[src/design/assert_macros.svh]
// ----------------------------------------------------------------------------
// Assertion macros
// Shared concurrent assertion helpers for the triangle box clipper.
// ----------------------------------------------------------------------------
`ifndef ASSERT_MACROS_SVH
`define ASSERT_MACROS_SVH

// Generic clocked assertion with an active-low reset.
`define TBC_ASSERT(lbl, clk, rstn, prop, msg) \
  lbl: assert property (@(posedge clk) disable iff (!rstn) prop) \
    else $error(msg);

// Assertion on the standard clk_i / rst_ni pair.
`define TBC_ASSERT_STD(lbl, prop, msg) \
  `TBC_ASSERT(lbl, clk_i, rst_ni, prop, msg)

`endif

[src/design/tbc_pkg.sv]
`timescale 1ns / 1ps
`default_nettype none
// ----------------------------------------------------------------------------
// tbc_pkg
// Shared types and constants of the triangle box clipper.
// ----------------------------------------------------------------------------
package tbc_pkg;

  localparam int unsigned COORD_W = 32;
  localparam int unsigned MAG_W   = 33;
  localparam int unsigned PROD_W  = 66;
  localparam int unsigned QUO_W   = 34;
  localparam int unsigned TOL_W   = 16;
  localparam int unsigned CFG_W   = 3;

  localparam logic [CFG_W-1:0] CFG_BOX_LOW_X  = 3'd0;
  localparam logic [CFG_W-1:0] CFG_BOX_LOW_Y  = 3'd1;
  localparam logic [CFG_W-1:0] CFG_BOX_LOW_Z  = 3'd2;
  localparam logic [CFG_W-1:0] CFG_BOX_HIGH_X = 3'd3;
  localparam logic [CFG_W-1:0] CFG_BOX_HIGH_Y = 3'd4;
  localparam logic [CFG_W-1:0] CFG_BOX_HIGH_Z = 3'd5;
  localparam logic [CFG_W-1:0] CFG_TOLERANCE  = 3'd6;

  localparam logic signed [COORD_W-1:0] BOX_LOW_RST  = 32'sd0;
  localparam logic signed [COORD_W-1:0] BOX_HIGH_RST = 32'sd65536;
  localparam logic [TOL_W-1:0]          TOL_RST      = 16'd1;

  localparam logic [1:0] STATUS_VALID = 2'd0;
  localparam logic [1:0] STATUS_EMPTY = 2'd1;
  localparam logic [1:0] STATUS_ERROR = 2'd2;

  localparam logic [2:0] PLANE_COUNT = 3'd6;

  typedef logic [2:0][COORD_W-1:0] vtx_t;

  typedef struct packed {
    logic load_vtx;
    logic plane_next;
    logic rd_last;
    logic rd_idx;
    logic ld_a;
    logic ld_b;
    logic push_a;
    logic push_b;
    logic push_pt;
    logic adv;
    logic pass_end;
    logic k_clr;
    logic md_start;
    logic pt_store;
    logic out_clr;
    logic out_next;
    logic emit_vtx;
    logic emit_empty;
    logic emit_err;
  } cmd_t;

  typedef struct packed {
    logic loaded_two;
    logic plane_done;
    logic apply;
    logic need_int;
    logic push_a_req;
    logic push_b_req;
    logic i_last;
    logic cnt_zero;
    logic int_ok;
    logic pt_on;
    logic md_done;
    logic k_last;
  } sts_t;

endpackage
`default_nettype wire

[src/design/tbc_ctrl.sv]
`timescale 1ns / 1ps
`default_nettype none
// ----------------------------------------------------------------------------
// tbc_ctrl
// Sequencer that walks the clip planes, polygon edges and result words.
// ----------------------------------------------------------------------------
`include "assert_macros.svh"
module tbc_ctrl (
  input  wire logic          clk_i,
  input  wire logic          rst_ni,
  input  wire logic          start_i,
  input  wire tbc_pkg::sts_t sts_i,
  output tbc_pkg::cmd_t      cmd_o,
  output logic               busy_o
);
  import tbc_pkg::*;

  localparam logic [4:0] S_IDLE     = 5'd0;
  localparam logic [4:0] S_PLANE    = 5'd1;
  localparam logic [4:0] S_LD_A     = 5'd2;
  localparam logic [4:0] S_RD_B     = 5'd3;
  localparam logic [4:0] S_LD_B     = 5'd4;
  localparam logic [4:0] S_DECIDE   = 5'd5;
  localparam logic [4:0] S_PUSH_B   = 5'd6;
  localparam logic [4:0] S_ADV      = 5'd7;
  localparam logic [4:0] S_PASS_END = 5'd8;
  localparam logic [4:0] S_EMPTY    = 5'd9;
  localparam logic [4:0] S_ERR      = 5'd10;
  localparam logic [4:0] S_INT_CHK  = 5'd11;
  localparam logic [4:0] S_INT_GO   = 5'd12;
  localparam logic [4:0] S_INT_WAIT = 5'd13;
  localparam logic [4:0] S_INT_VER  = 5'd14;
  localparam logic [4:0] S_OUT_RD   = 5'd15;
  localparam logic [4:0] S_OUT_EM   = 5'd16;

  logic [4:0] state_q, state_d;

  assign busy_o = state_q != S_IDLE;

  always_comb begin
    state_d = state_q;
    cmd_o   = '0;
    unique case (state_q)
      S_IDLE: begin
        if (start_i) begin
          cmd_o.load_vtx = 1'b1;
          if (sts_i.loaded_two) begin
            state_d = S_PLANE;
          end
        end
      end
      S_PLANE: begin
        if (sts_i.plane_done) begin
          cmd_o.out_clr = 1'b1;
          state_d = S_OUT_RD;
        end else if (!sts_i.apply) begin
          cmd_o.plane_next = 1'b1;
        end else begin
          cmd_o.rd_last = 1'b1;
          state_d = S_LD_A;
        end
      end
      S_LD_A: begin
        cmd_o.ld_a = 1'b1;
        state_d = S_RD_B;
      end
      S_RD_B: begin
        cmd_o.rd_idx = 1'b1;
        state_d = S_LD_B;
      end
      S_LD_B: begin
        cmd_o.ld_b = 1'b1;
        state_d = S_DECIDE;
      end
      S_DECIDE: begin
        if (sts_i.need_int) begin
          state_d = S_INT_CHK;
        end else begin
          cmd_o.push_a = sts_i.push_a_req;
          state_d = sts_i.push_b_req ? S_PUSH_B : S_ADV;
        end
      end
      S_PUSH_B: begin
        cmd_o.push_b = 1'b1;
        state_d = S_ADV;
      end
      S_ADV: begin
        cmd_o.adv = 1'b1;
        state_d = sts_i.i_last ? S_PASS_END : S_RD_B;
      end
      S_PASS_END: begin
        cmd_o.pass_end = 1'b1;
        state_d = sts_i.cnt_zero ? S_EMPTY : S_PLANE;
      end
      S_EMPTY: begin
        cmd_o.emit_empty = 1'b1;
        state_d = S_IDLE;
      end
      S_ERR: begin
        cmd_o.emit_err = 1'b1;
        state_d = S_IDLE;
      end
      S_INT_CHK: begin
        cmd_o.k_clr = 1'b1;
        state_d = sts_i.int_ok ? S_INT_GO : S_ERR;
      end
      S_INT_GO: begin
        cmd_o.md_start = 1'b1;
        state_d = S_INT_WAIT;
      end
      S_INT_WAIT: begin
        if (sts_i.md_done) begin
          cmd_o.pt_store = 1'b1;
          state_d = sts_i.k_last ? S_INT_VER : S_INT_GO;
        end
      end
      S_INT_VER: begin
        if (sts_i.pt_on) begin
          cmd_o.push_pt = 1'b1;
          state_d = sts_i.push_b_req ? S_PUSH_B : S_ADV;
        end else begin
          state_d = S_ERR;
        end
      end
      S_OUT_RD: begin
        cmd_o.rd_idx = 1'b1;
        state_d = S_OUT_EM;
      end
      S_OUT_EM: begin
        cmd_o.emit_vtx = 1'b1;
        cmd_o.out_next = 1'b1;
        state_d = sts_i.i_last ? S_IDLE : S_OUT_RD;
      end
      default: begin
        state_d = S_IDLE;
      end
    endcase
  end

  always_ff @(posedge clk_i or negedge rst_ni) begin
    if (!rst_ni) begin
      state_q <= S_IDLE;
    end else begin
      state_q <= state_d;
    end
  end

  `TBC_ASSERT_STD(a_busy_from_start, $rose(busy_o) |-> $past(start_i), "busy without start")
  `TBC_ASSERT_STD(a_flag_ends, (cmd_o.emit_err || cmd_o.emit_empty) |=> !busy_o, "flag not final")
  `TBC_ASSERT_STD(a_one_push, $countones({cmd_o.push_a, cmd_o.push_b, cmd_o.push_pt}) <= 1, "two pushes")

endmodule
`default_nettype wire
[config.mk]
export PLATFORM = sky130hd
export DESIGN_NAME = tbc_ctrl
export DESIGN_NICKNAME = d
export VERILOG_FILES = /design/src/design/tbc_pkg.sv /design/src/design/tbc_ctrl.sv
export VERILOG_INCLUDE_DIRS = /design/src /design/src/design
export SDC_FILE = /design/constraint.sdc
export NUM_CORES = 1
export LEC_CHECK = 0
export BUFFER_PORTS_ARGS = -buffer_cell sky130_fd_sc_hd__buf_4
export CAP_MARGIN = 20
export CORE_UTILIZATION = 45
export CTS_BUF_LIST = sky130_fd_sc_hd__clkbuf_8
export DETAILED_ROUTE_END_ITERATION = 6
export HOLD_SLACK_MARGIN = 0.1
export PLACE_DENSITY = 0.81
export SLEW_MARGIN = 20
export SYNTH_ARGS = -nofsm -noshare
export SYNTH_HDL_FRONTEND = slang
export SYNTH_SLANG_ARGS = --single-unit
export TNS_END_PERCENT = 50
[constraint.sdc]
create_clock -name clk_i -period 1.9 [get_ports clk_i]
set_clock_uncertainty 0.1 [all_clocks]
set_input_delay 0.19 -clock clk_i [delete_from_list [all_inputs] [get_ports clk_i]]
set_output_delay 0.19 -clock clk_i [all_outputs]
set_load 0.02 [all_outputs]
==> results of run 1 <==
## layer usage
layer	GRT usage, %	vias to the layer above
met1	38.36	417
met4	12.93	0
li1	-	419
met3	1.705	7
met2	63.52	65
met5	0	-
## critical path, stage by stage, from the launching register on
cell     delay (ns)
dfrtp_1        0.41
or3_4          0.40
or3_4          0.41
nor2_1         0.10
buf_4          0.14
## cell usage after synthesis (2+ instances only)
| master | count |
|---|---|
| nor2_1 | 17 |
| and3_1 | 2 |
| nor3_1 | 6 |
| nor3b_1 | 3 |
| or3_1 | 2 |
| nand3_1 | 2 |
| clkbuf_1 | 3 |
| buf_2 | 3 |
| o211ai_1 | 2 |
| inv_1 | 8 |
| o21ai_0 | 6 |
| dfrtp_1 | 5 |
| a21oi_1 | 4 |
| nand2b_1 | 3 |
| nand2_1 | 6 |
## through the flow
stage / cells / hold WS [ns] / setup TNS (ns) / power (mW) / utilization [%]
after floorplan: 95 / -0.2056 / 0 / 0.8785 / -
after global placement: 145 / -0.1082 / 0 / 1.225 / 71.83
after detailed placement: 145 / -0.1057 / 0 / 1.249 / 71.83
after CTS: 153 / 0.1289 / -0.1394 / 1.506 / 78.37
after global routing: 154 / 0.1469 / -0.3340 / 1.702 / 82.12
final: 154 / 0.1298 / -0.1762 / 1.606 / 82.12
## power by group through the flow
stage                     registers, mW  logic [mW]  clock network, mW
after floorplan                   0.193       0.685                  0
after global placement            0.226       0.999                  0
after detailed placement          0.231        1.02                  0
after CTS                         0.230        1.08              0.200
after global routing              0.258        1.24              0.204
final                             0.255        1.15              0.201
## cells by family (layout without fill, tap and decap cells)
family	Yosys count	in the layout	synth area share [%]
flops	5	5	19.72
xor+xnor	2	2	2.762
compound gates	22	22	23.87
buf+inv	15	59	10.06
simple gates	51	51	43.59
## layout by cell type, fill, tap and decap left out, types with 2 or more instances in the layout
cell type	synthesis	routed
nor2_4	0	2
o21ai_0	6	6
nor2_1	17	14
nand3_1	2	2
nor3b_1	3	2
a21oi_1	4	4
nand2_1	6	6
clkbuf_8	0	3
buf_4	1	44
or3_4	1	2
nor3_1	6	6
o211ai_1	2	2
dfrtp_1	5	3
dfrtp_2	0	2
and3_1	2	2
buf_6	0	2
nand2b_1	3	3
inv_1	8	9
## worst max path at each step
stage	depth (start not counted)	end	from	slack, ns
floorplan	5	state_q[3]	state_q[1]	0.04
global placement	4	cmd_o[17]	state_q[4]	0.18
detailed placement	4	cmd_o[17]	state_q[3]	0.09
CTS	4	cmd_o[17]	state_q[4]	-0.05
global route	4	cmd_o[17]	state_q[1]	-0.14
finish	4	cmd_o[16]	state_q[1]	-0.09
## layout make-up
class / count / area share, %
Clock inverter: 1 / 0.3513
Timing Repair Buffer: 47 / 33.96
Multi-Input combinational cell: 75 / 45.32
Sequential cell: 5 / 11.94
Tap cell: 15 / 1.756
Clock buffer: 3 / 3.864
Inverter: 8 / 2.810
## what timing repair did
action,CTS,global route
buffers inserted,3,1
resized for setup,2,12
pin swaps,1,2
endpoints found under the setup margin,5,9
hold buffers,1,0
hold endpoints to repair,5,0
==> results.ini, run 1 <==
[run]
drv_cap = 0

[sta]
maxSlewHeadroom_pct = 73.39
finalSetupViolCount = 3
final.period_utilization_pct = 104.6
fin_ws_ns = -0.08713
fmax_mhz = 503.2
maxSlewViolCount = 0
min_period_ns = 1.987
rsz0062_at_grt = true
tightest_slew_ns = 0.3941
hold_viol_final = 0

[pwr]
p_switching_mw = 0.7884
p_leak_nw = 0.5106
ir_worst_vdd_mv = 0.7719
clock_power_share_pct = 12.5
internal-power_mw = 0.8179
sw_frac_of_total_pct = 49.08
combPwrFrac_pct = 71.6
p_per_area_nw_per_um2 = 1503
pwr-share-seq_pct = 15.9

[floorplanning]
ios = 35
initial_core_util_pct = 48.75
die_h_um = 39.55
rows = 13
die_w_um = 39.55
fp.coreArea_sq_um = 1301
dieArea_sq_um = 1564

[detailed_routing]
met2WireLength_mm = 1.292
drtIter0Drc = 37
vias = 908
drt_pass1_iterations = 4
drc = 0
routed_wl_mm = 2.451
m1WireLength_um = 908
wl_met3_um = 186
avgViaCountPerCell = 5.896
highest_layer = met4
wire_per_inst_um = 15.92
final_antenna_net_count = 0

[setup_path]
cp.required_ns = 1.61
cp_max_fo = 4
reg2regPathDepth = 5
rr_endpoint = state_q[0]
r2r-start = state_q[1]
worstSetupEndpointType = output port
critPathKind = reg2out
regToRegSetupSlack_ns = 0.06
start_kind = flip-flop
cp.arrival_ns = 1.70

[synth]
syn_nets = 110
syn_avg_cell_area_sq_um = 6.677
synth_cells = 95
synthArstFlopShare_pct = 100.0
yosysWarnings = 0
synthFlopType = dfrtp_1
synth_seq_area_share_pct = 19.72
synth_area_leader_cell = dfrtp_1
netlist_top_cells_area = dfrtp_1 (20%), nor2_1 (10%), nor3_1 (4.7%)
synth_seq_cells = 5
synth_cell_types = 38
syn_area_sq_um = 634.4
synth_top_area_share_pct = 19.72
synth_edf_count = 0

[outcome]
violations = negative setup slack
status = finished, violations left

[finish]
reg_top3 = state_q (5)
top_register = state_q
nFillCells = 95
nNetsFinal = 155
antenna_cells = 0
layout-drive-gt1-share_pct = 43.88
final_cell_area_sq_um = 1069
multiInputGateArea_sq_um = 484.2
area_growth_pct = 68.44
largest_reg_flops = 5
seq_area_sq_um = 127.6

[global_routing]
grt_max_degree = 14
grt_pass1_wl_mm = 3.450
grt_pass1_vias = 782
antenna_found_initial = 0
track_usage_pct = 33.61
grt_overflow_total = 0

[hold_path]
min_path_type = in2reg
holdPathStages = 3
min_to = state_q[3]
min-delay-start = sts_i[4]

[clock_network]
clock_latency_ns = 0.23
htree_levels = 1
clockBufferDepth = 2
clkSlewWorstSetupHoldPaths_ns = 0.04
clock-root-buffer = clkbuf_8
cts_tree = yes
cts_buffers = 3
clock_sinks = 5

[placement]
pre_cts_slack_ns = 0.09086
dpl_cell_area_sq_um = 934.6
gp_congestion = 0.8987
dp_hpwl_mm = 1.602
portBuffers = 34

No activity file was read; power rests on OpenSTA's default activity.
==> inputs of run 2 (changes only) <==
--- a/config.mk
+++ b/config.mk
@@ -8,11 +8,12 @@
 export LEC_CHECK = 0
 export BUFFER_PORTS_ARGS = -buffer_cell sky130_fd_sc_hd__buf_4
 export CAP_MARGIN = 20
-export CORE_UTILIZATION = 45
+export CORE_AREA = 2 2 39 41
 export CTS_BUF_LIST = sky130_fd_sc_hd__clkbuf_8
 export DETAILED_ROUTE_END_ITERATION = 6
+export DIE_AREA = 0 0 41 43
 export HOLD_SLACK_MARGIN = 0.1
-export PLACE_DENSITY = 0.81
+export PLACE_DENSITY = 0.85
 export SLEW_MARGIN = 20
 export SYNTH_ARGS = -nofsm -noshare
 export SYNTH_HDL_FRONTEND = slang
==> constraint.sdc (replaced) <==
create_clock -name clk_i -period 2.4 [get_ports clk_i]
set_clock_uncertainty 0.1 [all_clocks]
set_input_delay 0.24 -clock clk_i [delete_from_list [all_inputs] [get_ports clk_i]]
set_output_delay 0.24 -clock clk_i [all_outputs]
set_load 0.02 [all_outputs]
==> results.ini, run 2 (synthesis results as in run 1) <==
[sta]
min_period_ns = 2.226
maxSlewHeadroom_pct = 66.32  ; -7.1 points
finalSetupViolCount = 0  ; -3
tightest_slew_ns = 0.5052  ; +0.1111 ns
hold_viol_final = 0  ; unchanged
final.period_utilization_pct = 92.75
fmax_mhz = 449.2
hold_ws_ns = 0.1753  ; +0.04555 ns
rsz0062_at_grt = false
setup_tns_ns = 0  ; +0.1762 ns
fin_ws_ns = 0.1740  ; +0.2611 ns
maxSlewViolCount = 0  ; unchanged

[placement]
dp_cells = 140  ; -3.4%
portBuffers = 34  ; unchanged
dpl_cell_area_sq_um = 890.9  ; -4.7%
pre_cts_slack_ns = 0.4389  ; +0.3481 ns
gp_congestion = 0.9172  ; +2.1%

[setup_path]
cp.arrival_ns = 1.89  ; +0.19 ns
rr_endpoint = state_q[0]
reg2regPathDepth = 4  ; -1
critPathKind = reg2out
start_kind = flip-flop
cp.required_ns = 2.06  ; +0.45 ns
cp_max_fo = 12  ; +8
worstSetupEndpointType = output port
r2r-start = state_q[1]
regToRegSetupSlack_ns = 0.48  ; +0.42 ns

[finish]
top_register = state_q
area_growth_pct = 49.11
largest_reg_flops = 5  ; unchanged
antenna_cells = 0  ; unchanged
final_cell_mix = buf_4 (36), nor2_1 (17), inv_1 (9)
final_cell_area_sq_um = 945.9  ; -11%
fin_util_pct = 68.35  ; -14 points
final_common_cell = buf_4
nNetsFinal = 145  ; -6.5%
layout-drive-gt1-share_pct = 34.11  ; -9.8 points
fin_cells = 145  ; -5.8%
reg_top3 = state_q (5)

[floorplanning]
rows = 14  ; +1
dieArea_sq_um = 1763  ; +13%
fp.coreArea_sq_um = 1384  ; +6.3%
ios = 35  ; unchanged
initial_core_util_pct = 45.84  ; -2.9 points
die_h_um = 43  ; +8.7%
die_w_um = 41  ; +3.7%

[detailed_routing]
drt_pass1_iterations = 4  ; unchanged
drc = 0  ; unchanged
avgViaCountPerCell = 5.841  ; -0.93%
final_antenna_net_count = 0  ; unchanged
vias = 847  ; -6.7%
wire_per_inst_um = 14.86  ; -6.7%
routed_wl_mm = 2.154  ; -12%
drtIter0Drc = 22  ; -41%

[global_routing]
grt_overflow_total = 0  ; unchanged
grt_pass1_vias = 799  ; +2.2%
antenna_found_initial = 0  ; unchanged
track_usage_pct = 28.01  ; -5.6 points
grt_pass1_wl_mm = 3.353  ; -2.8%
grt_max_degree = 17  ; +3

[clock_network]
clock_latency_ns = 0.22  ; about the same
ctsResizeCount = 0  ; -2
clockBufferDepth = 2  ; unchanged
cts_setup_buffers = 0  ; -3
cts_tree = yes
htree_levels = 1  ; unchanged
cts_buffers = 3  ; unchanged
ctsHoldBuffers = 1  ; unchanged
clkSlewWorstSetupHoldPaths_ns = 0.04  ; about the same
clock-root-buffer = clkbuf_8
clock_sinks = 5  ; unchanged

[hold_path]
min_path_type = in2reg
holdPathStages = 3  ; unchanged
min-delay-start = sts_i[4]
min_to = state_q[3]

[pwr]
clock_power_share_pct = 14.4  ; +1.9 points
p_switching_mw = 0.5567  ; -29%
pwr-share-seq_pct = 20.9  ; +5.0 points
ir_worst_vdd_mv = 0.6775  ; -12%
sw_frac_of_total_pct = 51.31  ; +2.2 points
p_per_area_nw_per_um2 = 1147  ; -24%
power.total_mw = 1.085  ; -32%
combPwrFrac_pct = 64.8  ; -6.8 points
internal-power_mw = 0.5283  ; -35%
p_leak_nw = 0.4572  ; -10%

[run]
drv_cap = 0  ; unchanged

[outcome]
status = finished, final reports clean

==> run 2: changes by cell type in the layout (fill, tap and decap cells not counted), sizes merged <==
cell / before / now
buf: 46 / 36
==> run 2: worst max-delay path, cell delays in order, from the launching register on <==
cell,delay (ns)
dfrtp_1,0.50
or3_1,0.49
or3_4,0.43
nor2_1,0.11
buf_4,0.15
==> run 2: cell type report <==
class / count / area [sq um]
multi-input cells: 75 / 445.4
fillers: 133 / 437.9
repair buffers: 37 / 280.3
flip-flops and latches: 5 / 125.1
clock buffers: 3 / 41.29
inverters: 8 / 30.03
well taps: 16 / 20.02
clock inverters: 1 / 3.754
==> run 2: per-layer routing <==
metal	vias to the layer above	global-route usage, %	share of wire (%)	routed length (um)
met5	-	0	0	0
met2	47	46.56	51	1100
met1	392	32.89	40	859
met4	0	10.67	1.9	40
met3	7	6.283	7.1	154
li1	401	-	-	-
==> run 2: worst max-delay path by stage <==
stage | start | endpoint | slack [ns]
after floorplan | state_q[4] | cmd_o[16] | 0.50
after global placement | state_q[1] | cmd_o[17] | 0.50
after detailed placement | state_q[1] | cmd_o[16] | 0.44
after CTS | state_q[1] | cmd_o[16] | 0.19
after global routing | state_q[1] | cmd_o[16] | 0.10
final | state_q[1] | cmd_o[16] | 0.17
==> run 2: power by group through the flow <==
stage	registers [mW]	logic (mW)	clock network, mW
floorplan	0.153	0.543	0
global placement	0.222	0.678	0
global route	0.240	0.764	0.163
CTS	0.224	0.699	0.155
finish	0.226	0.703	0.156
detailed placement	0.224	0.689	0
